[src/rtl/bpa_pkg.sv]
// Shared widths, codes and controller/datapath command types for the bitmap page allocator.
package bpa_pkg;

	// Fixed field widths
	localparam int ADDR_W     = 32;
	localparam int OP_W       = 2;
	localparam int STATUS_W   = 2;
	localparam int COUNT_W    = 13;
	localparam int PCOUNT_W   = 13;
	localparam int CFG_IDX_W  = 2;
	localparam int CFG_DATA_W = 32;

	// Default build parameters
	localparam int DEF_MAX_PAGES  = 4096;
	localparam int DEF_WORD_BITS  = 32;
	localparam int DEF_PAGE_SHIFT = 12;

	// Configuration register indexes
	localparam logic [CFG_IDX_W-1:0] CFG_MEMORY_BASE    = 2'd0;
	localparam logic [CFG_IDX_W-1:0] CFG_PAGE_COUNT     = 2'd1;
	localparam logic [CFG_IDX_W-1:0] CFG_RESERVED_PAGES = 2'd2;

	// Configuration reset values
	localparam logic [ADDR_W-1:0]   RST_MEMORY_BASE    = 32'd0;
	localparam logic [PCOUNT_W-1:0] RST_PAGE_COUNT     = 13'd4096;
	localparam logic [PCOUNT_W-1:0] RST_RESERVED_PAGES = 13'd32;

	// Operation codes
	localparam logic [OP_W-1:0] OP_INIT  = 2'd0;
	localparam logic [OP_W-1:0] OP_ALLOC = 2'd1;
	localparam logic [OP_W-1:0] OP_FREE  = 2'd2;

	// Result status codes
	localparam logic [STATUS_W-1:0] ST_OK           = 2'd0;
	localparam logic [STATUS_W-1:0] ST_NONE_FREE    = 2'd1;
	localparam logic [STATUS_W-1:0] ST_ALREADY_FREE = 2'd2;
	localparam logic [STATUS_W-1:0] ST_OUT_OF_RANGE = 2'd3;

	// Datapath actions issued by the controller
	typedef enum logic [3:0] {
		ACT_NONE,
		ACT_CAPTURE,
		ACT_INIT_WORD,
		ACT_SCAN_RD,
		ACT_SCAN_NEXT,
		ACT_ALLOC_TAKE,
		ACT_ALLOC_NONE,
		ACT_FREE_SUB,
		ACT_FREE_DIV,
		ACT_FREE_RD,
		ACT_FREE_UPD
	} dp_act_t;

	typedef struct packed {
		dp_act_t act;
		logic    load_out;
	} dp_cmd_t;

	typedef struct packed {
		logic word_hit;
		logic word_last;
	} dp_stat_t;

endpackage

[src/rtl/bpa_ctrl.sv]
// Controller state machine of the bitmap page allocator.
module bpa_ctrl (
	input  logic                      clk,
	input  logic                      arst_n,
	input  logic                      in_valid,
	input  logic [bpa_pkg::OP_W-1:0]  in_op,
	output logic                      in_ready,
	output logic                      out_valid,
	input  logic                      out_ready,
	output bpa_pkg::dp_cmd_t          cmd,
	input  bpa_pkg::dp_stat_t         stat
);
	import bpa_pkg::*;

	typedef enum logic [3:0] {
		S_IDLE,
		S_INIT,
		S_SCAN_RD,
		S_SCAN_CHK,
		S_FREE_SUB,
		S_FREE_DIV,
		S_FREE_RD,
		S_FREE_UPD,
		S_RESP
	} state_t;

	state_t state_q;
	state_t state_d;
	logic   out_valid_q;

	assign in_ready  = (state_q == S_IDLE);
	assign out_valid = out_valid_q;

	always_comb begin
		cmd     = '{act: ACT_NONE, load_out: 1'b0};
		state_d = state_q;
		case (state_q)
			S_IDLE: begin
				if (in_valid) begin
					cmd.act = ACT_CAPTURE;
					case (in_op)
						OP_INIT:  state_d = S_INIT;
						OP_ALLOC: state_d = S_SCAN_RD;
						OP_FREE:  state_d = S_FREE_SUB;
						default:  state_d = S_RESP;
					endcase
				end
			end
			S_INIT: begin
				cmd.act = ACT_INIT_WORD;
				if (stat.word_last) begin
					state_d = S_RESP;
				end
			end
			S_SCAN_RD: begin
				cmd.act = ACT_SCAN_RD;
				state_d = S_SCAN_CHK;
			end
			S_SCAN_CHK: begin
				if (stat.word_hit) begin
					cmd.act = ACT_ALLOC_TAKE;
					state_d = S_RESP;
				end else if (stat.word_last) begin
					cmd.act = ACT_ALLOC_NONE;
					state_d = S_RESP;
				end else begin
					cmd.act = ACT_SCAN_NEXT;
					state_d = S_SCAN_RD;
				end
			end
			S_FREE_SUB: begin
				cmd.act = ACT_FREE_SUB;
				state_d = S_FREE_DIV;
			end
			S_FREE_DIV: begin
				cmd.act = ACT_FREE_DIV;
				state_d = S_FREE_RD;
			end
			S_FREE_RD: begin
				cmd.act = ACT_FREE_RD;
				state_d = S_FREE_UPD;
			end
			S_FREE_UPD: begin
				cmd.act = ACT_FREE_UPD;
				state_d = S_RESP;
			end
			S_RESP: begin
				// output register free, or being emptied this cycle
				if (!out_valid_q || out_ready) begin
					cmd.load_out = 1'b1;
					state_d      = S_IDLE;
				end
			end
			default: state_d = S_IDLE;
		endcase
	end

	always_ff @(posedge clk or negedge arst_n) begin
		if (!arst_n) begin
			state_q     <= S_IDLE;
			out_valid_q <= 1'b0;
		end else begin
			state_q <= state_d;
			if (cmd.load_out) begin
				out_valid_q <= 1'b1;
			end else if (out_ready) begin
				out_valid_q <= 1'b0;
			end
		end
	end

	a_load_into_free_slot: assert property (@(posedge clk) disable iff (!arst_n)
		cmd.load_out |-> (!out_valid_q || out_ready))
		else $error("result loaded over an untaken result");

	a_valid_from_resp: assert property (@(posedge clk) disable iff (!arst_n)
		$rose(out_valid_q) |-> $past(state_q == S_RESP))
		else $error("result raised outside the response state");

	a_capture_only_idle: assert property (@(posedge clk) disable iff (!arst_n)
		(state_q != S_IDLE) |-> (cmd.act != ACT_CAPTURE))
		else $error("request captured while busy");

endmodule

[config.mk]
export PLATFORM = sky130hd
export DESIGN_NAME = bpa_ctrl
export DESIGN_NICKNAME = d
export VERILOG_FILES = /design/src/rtl/bpa_pkg.sv /design/src/rtl/bpa_ctrl.sv
export SDC_FILE = /design/constraint.sdc
export NUM_CORES = 1
export LEC_CHECK = 0
export BUFFER_PORTS_ARGS = -buffer_cell sky130_fd_sc_hd__buf_2
export CAP_MARGIN = 15
export CELL_PAD_IN_SITES_DETAIL_PLACEMENT = 0
export CELL_PAD_IN_SITES_GLOBAL_PLACEMENT = 1
export CORE_AREA = 5 5 48 50
export CTS_BUF_LIST = sky130_fd_sc_hd__clkbuf_8
export DETAILED_ROUTE_END_ITERATION = 16
export DIE_AREA = 0 0 53 55
export PLACE_DENSITY_LB_ADDON = 0.1
export SLEW_MARGIN = 20
export SYNTH_ARGS = -nofsm -noshare
export SYNTH_HDL_FRONTEND = slang
export SYNTH_SLANG_ARGS = --single-unit
[constraint.sdc]
create_clock -name clk -period 1.2 [get_ports clk]
set_clock_uncertainty 0.05 [all_clocks]
set_input_delay 0.18 -clock clk [delete_from_list [all_inputs] [get_ports clk]]
set_output_delay 0.18 -clock clk [all_outputs]
set_load 0.005 [all_outputs]
==> results.md <==
- The count of pins over their slew limit came to 0.
- The commonest cells after synthesis are 7 x a21oi_1, 7 x nor2_1, 5 x dfrtp_1, 5 x nand2_1.
- At the later pin of the worst-skew pair, clock insertion delay measures 220 ps.
- STA classifies the critical path startpoint as a flop.
- The type of the setup path with the least slack is reg2out.
- The DRC violation count after routing is 0.
- The data arrival at the endpoint of the critical path is 1260 ps.
- The type of destination of the critical path is an output pin.
- The number of placed instances with taps included is 99.
- The leakage dissipation is roughly 0.00037 µW.
- The number of buffers inserted by port buffering is 14.
- The required time at the endpoint of the critical path is 970 ps.
- met2 is the most crowded layer.
- Of all flip-flops after synthesis, the portion carrying an async set or reset was 100%.
- The cell type contributing the most total cell area after synthesis is dfrtp_1.
- The first global-routing pass estimated roughly 2300 µm of wire.
- Power comes to 2020 µW.
- The flow ran to the end, but the final reports show violations.
- Across every metal layer, demand over resource in global routing totals a little under an eighth.
- The layout overhead on the synthesized area is 92.3%.
- The maximum buffer depth of the clock tree is 2.
- The count of inserted antenna diode cells is 0.
- The transition time of the tightest slew-check pin is 275 ps.
- Pin placement for this block handled 15 I/O pins.
- The max-capacitance violation count is 0.
- Ranked by total cell area, the synthesized netlist is headed by dfrtp_1 30%, a21oi_1 8.3%, nor2_1 6.3%.
- The type of the tightest min-delay check is in2reg.
- Entering global routing, the biggest net connects 11 pins.
- The initial antenna violation count is 0.
- For this run, the leading register cell type out of synthesis is dfrtp_1.
- Detailed placement finished with a half-perimeter wire length of 930 µm.
- The vertical die dimension is 55 µm.
- Setup repair after global routing could not meet its margin everywhere.
- Summing every instance area after synthesis gives approximately 420 µm².
- The first routing iteration left 4 violations.
- Headroom to the max-slew limit came out at between 80 and 90%.
- The post-route core utilization is 43.4%.
- The via count of the routed design is 525.
- The mean number of vias per cell is 4.61.
- The number of hold violations in the final report is 0.
- The number of clock buffers added by TritonCTS is 3.
- The met2 track demand over resource in global routing is 21.3%.
- Synthesis produced a netlist with a net count of 63.
- The number of enable-type register cells in the synthesized netlist is 0.
- After synthesis, the mean cell area works out to 7.64 µm².
- The row count is 16.
- The post-route fraction of the period consumed by the critical path is 125%.
- In this run the biggest area consumer among cell types represents 29.8% of the synthesized area.
- The number of global-route vias before repair is 544.
- The post-route netlist has 62.1% of its cells at a drive strength greater than 1.
- Synthesis inferred 5 register bits.
- Counting distinct cell types in the post-synthesis netlist gives 25.
- The total number of yosys warnings is 0.
- The final net count is 96.
- In this run the horizontal extent of the chip is 53 µm.
- The clock slew seen by the registers of the worst setup and hold paths is 40 ps.
- The final antenna-violating net count is 0.
- After filler insertion, the fill cell instance count of the layout stands at 187.
- The number of clock sinks is 5.
- The number of H-tree levels is 1.
- The routed wirelength normalized by instance count is roughly 13 µm.
- The post-layout instance count excluding filler cells is 114.
- The worst ir drop on vdd is 0.828 mV.
- The region available for standard cell placement spans 1860 µm².
- Sequential elements use 29.8% of the synthesized area.
- The final period demand of the worst path is 1490 ps.
- The clock root buffer is clkbuf_8.
- Along the worst path, the maximum fanout reaches 7.
- At the end of routability-driven placement, the weighted congestion stood at 0.717.
- The first TritonRoute pass finished after 4 iterations.
- Dividing total power by cell area gives a power density of 2500 nW/µm².
- The total detailed-routing wirelength is between 1000 and 1500 µm.
- The initial utilization of the core area, before any placement, comes to 22.6%.
- The achievable clock frequency is 669 MHz.
- The cell count after synthesis is 55.
- TritonCTS built the clock tree.
- The global routing met1 resource utilization is between 10% and 20%.
- The final global-route overflow total is 0.
- The final setup slack of the worst path is -295 ps.
- The checks that failed: setup timing.
- The full die area is 2920 µm².
- The met3 layer usage reported by global route is approximately 1.9%.
- Setup violations remaining at the end of the flow were counted as 10.
## cell type report
| type | instances | area [µm²] | share of cell area, % |
|---|---|---|---|
| Inverter | 2 | 10.0 | 1.24 |
| Tap cell | 27 | 33.8 | 4.18 |
| Sequential cell | 5 | 128 | 15.8 |
| Clock inverter | 1 | 5.00 | 0.619 |
| Timing Repair Buffer | 32 | 238 | 29.4 |
| Multi-Input combinational cell | 44 | 353 | 43.7 |
| Clock buffer | 3 | 41.3 | 5.11 |
## metrics by stage
step	setup WS, ps	cell area (µm²)	setup TNS (ps)	hold slack, ps
global route	-351	808	-2710	229
finish	-295	808	-2060	204
detailed placement	-172	578	-684	-47.3
floorplan	-20.2	455	-20.2	-166
CTS	-303	757	-1940	203
global placement	-187	578	-795	-49.9
## timing repair
action / CTS / global route
endpoints found under the hold margin: 5 / 0
hold buffers: 1 / 0
pin swaps: 12 / 7
resized for setup: 19 / 9
setup endpoints to repair: 10 / 10
buffers inserted: 7 / 3
## cells in the final DEF (no fill, tap or decap), types with 2 or more instances in the layout
master / Yosys / layout
nor2_1: 7 / 4
dfrtp_1: 5 / 3
o21ai_2: 0 / 2
nor2_4: 0 / 2
buf_6: 1 / 6
and3_1: 2 / 2
nand2b_4: 0 / 2
and2_1: 2 / 2
nand2_1: 5 / 5
o21ai_1: 2 / 3
dfrtp_2: 0 / 2
buf_2: 2 / 14
nor3_4: 0 / 3
clkbuf_8: 0 / 3
a21oi_2: 0 / 2
buf_4: 0 / 10
a21oi_1: 7 / 5
## routing by layer
layer | wire length, µm | share of wire (%)
met5 | 0 | 0
met3 | 44 | 3.0
met4 | 23 | 1.6
met1 | 607 | 42
met2 | 785 | 54
## sequential cells by signal (all words and copies together), names as in the netlist
name / cells
state_q: 4
out_valid: 1
## where the power goes
part           internal, µW  total (µW)  leakage [µW]  switching [µW]
Sequential              239         325     0.0000629            86.9
Combinational           757        1390      0.000285             629
Clock                   223         307     0.0000255            83.8
Total                  1220        2020      0.000374             800
## worst paths after layout
path,startpoint,end,slack [ps],cells after the start
min in group asynchronous,arst_n,out_valid,250,2
setup reg to reg,state_q[0],state_q[3],-200,6
setup / recovery,state_q[1],cmd[3],-290,3
hold reg to reg,out_valid,out_valid,460,2
hold / removal,out_ready,out_valid,200,3
max in group asynchronous,arst_n,state_q[0],700,2
## cell families (layout without fill, tap and decap cells)
family	count (synthesis)	in the layout	share of synthesized area, %
flip-flops	5	5	29.8
AO/OA/AOI/OAI	16	16	23.2
multiplexers	2	2	5.06
buffers and inverters	6	38	7.74
AND/OR/NAND/NOR	26	26	34.2
## critical path, cell delays in order, from the launching register on
cell and delay [ps]:
dfrtp_2 490, mux2_2 380, nor2_2 70, buf_2 110
Note: power is estimated with default switching activity, not from simulation.
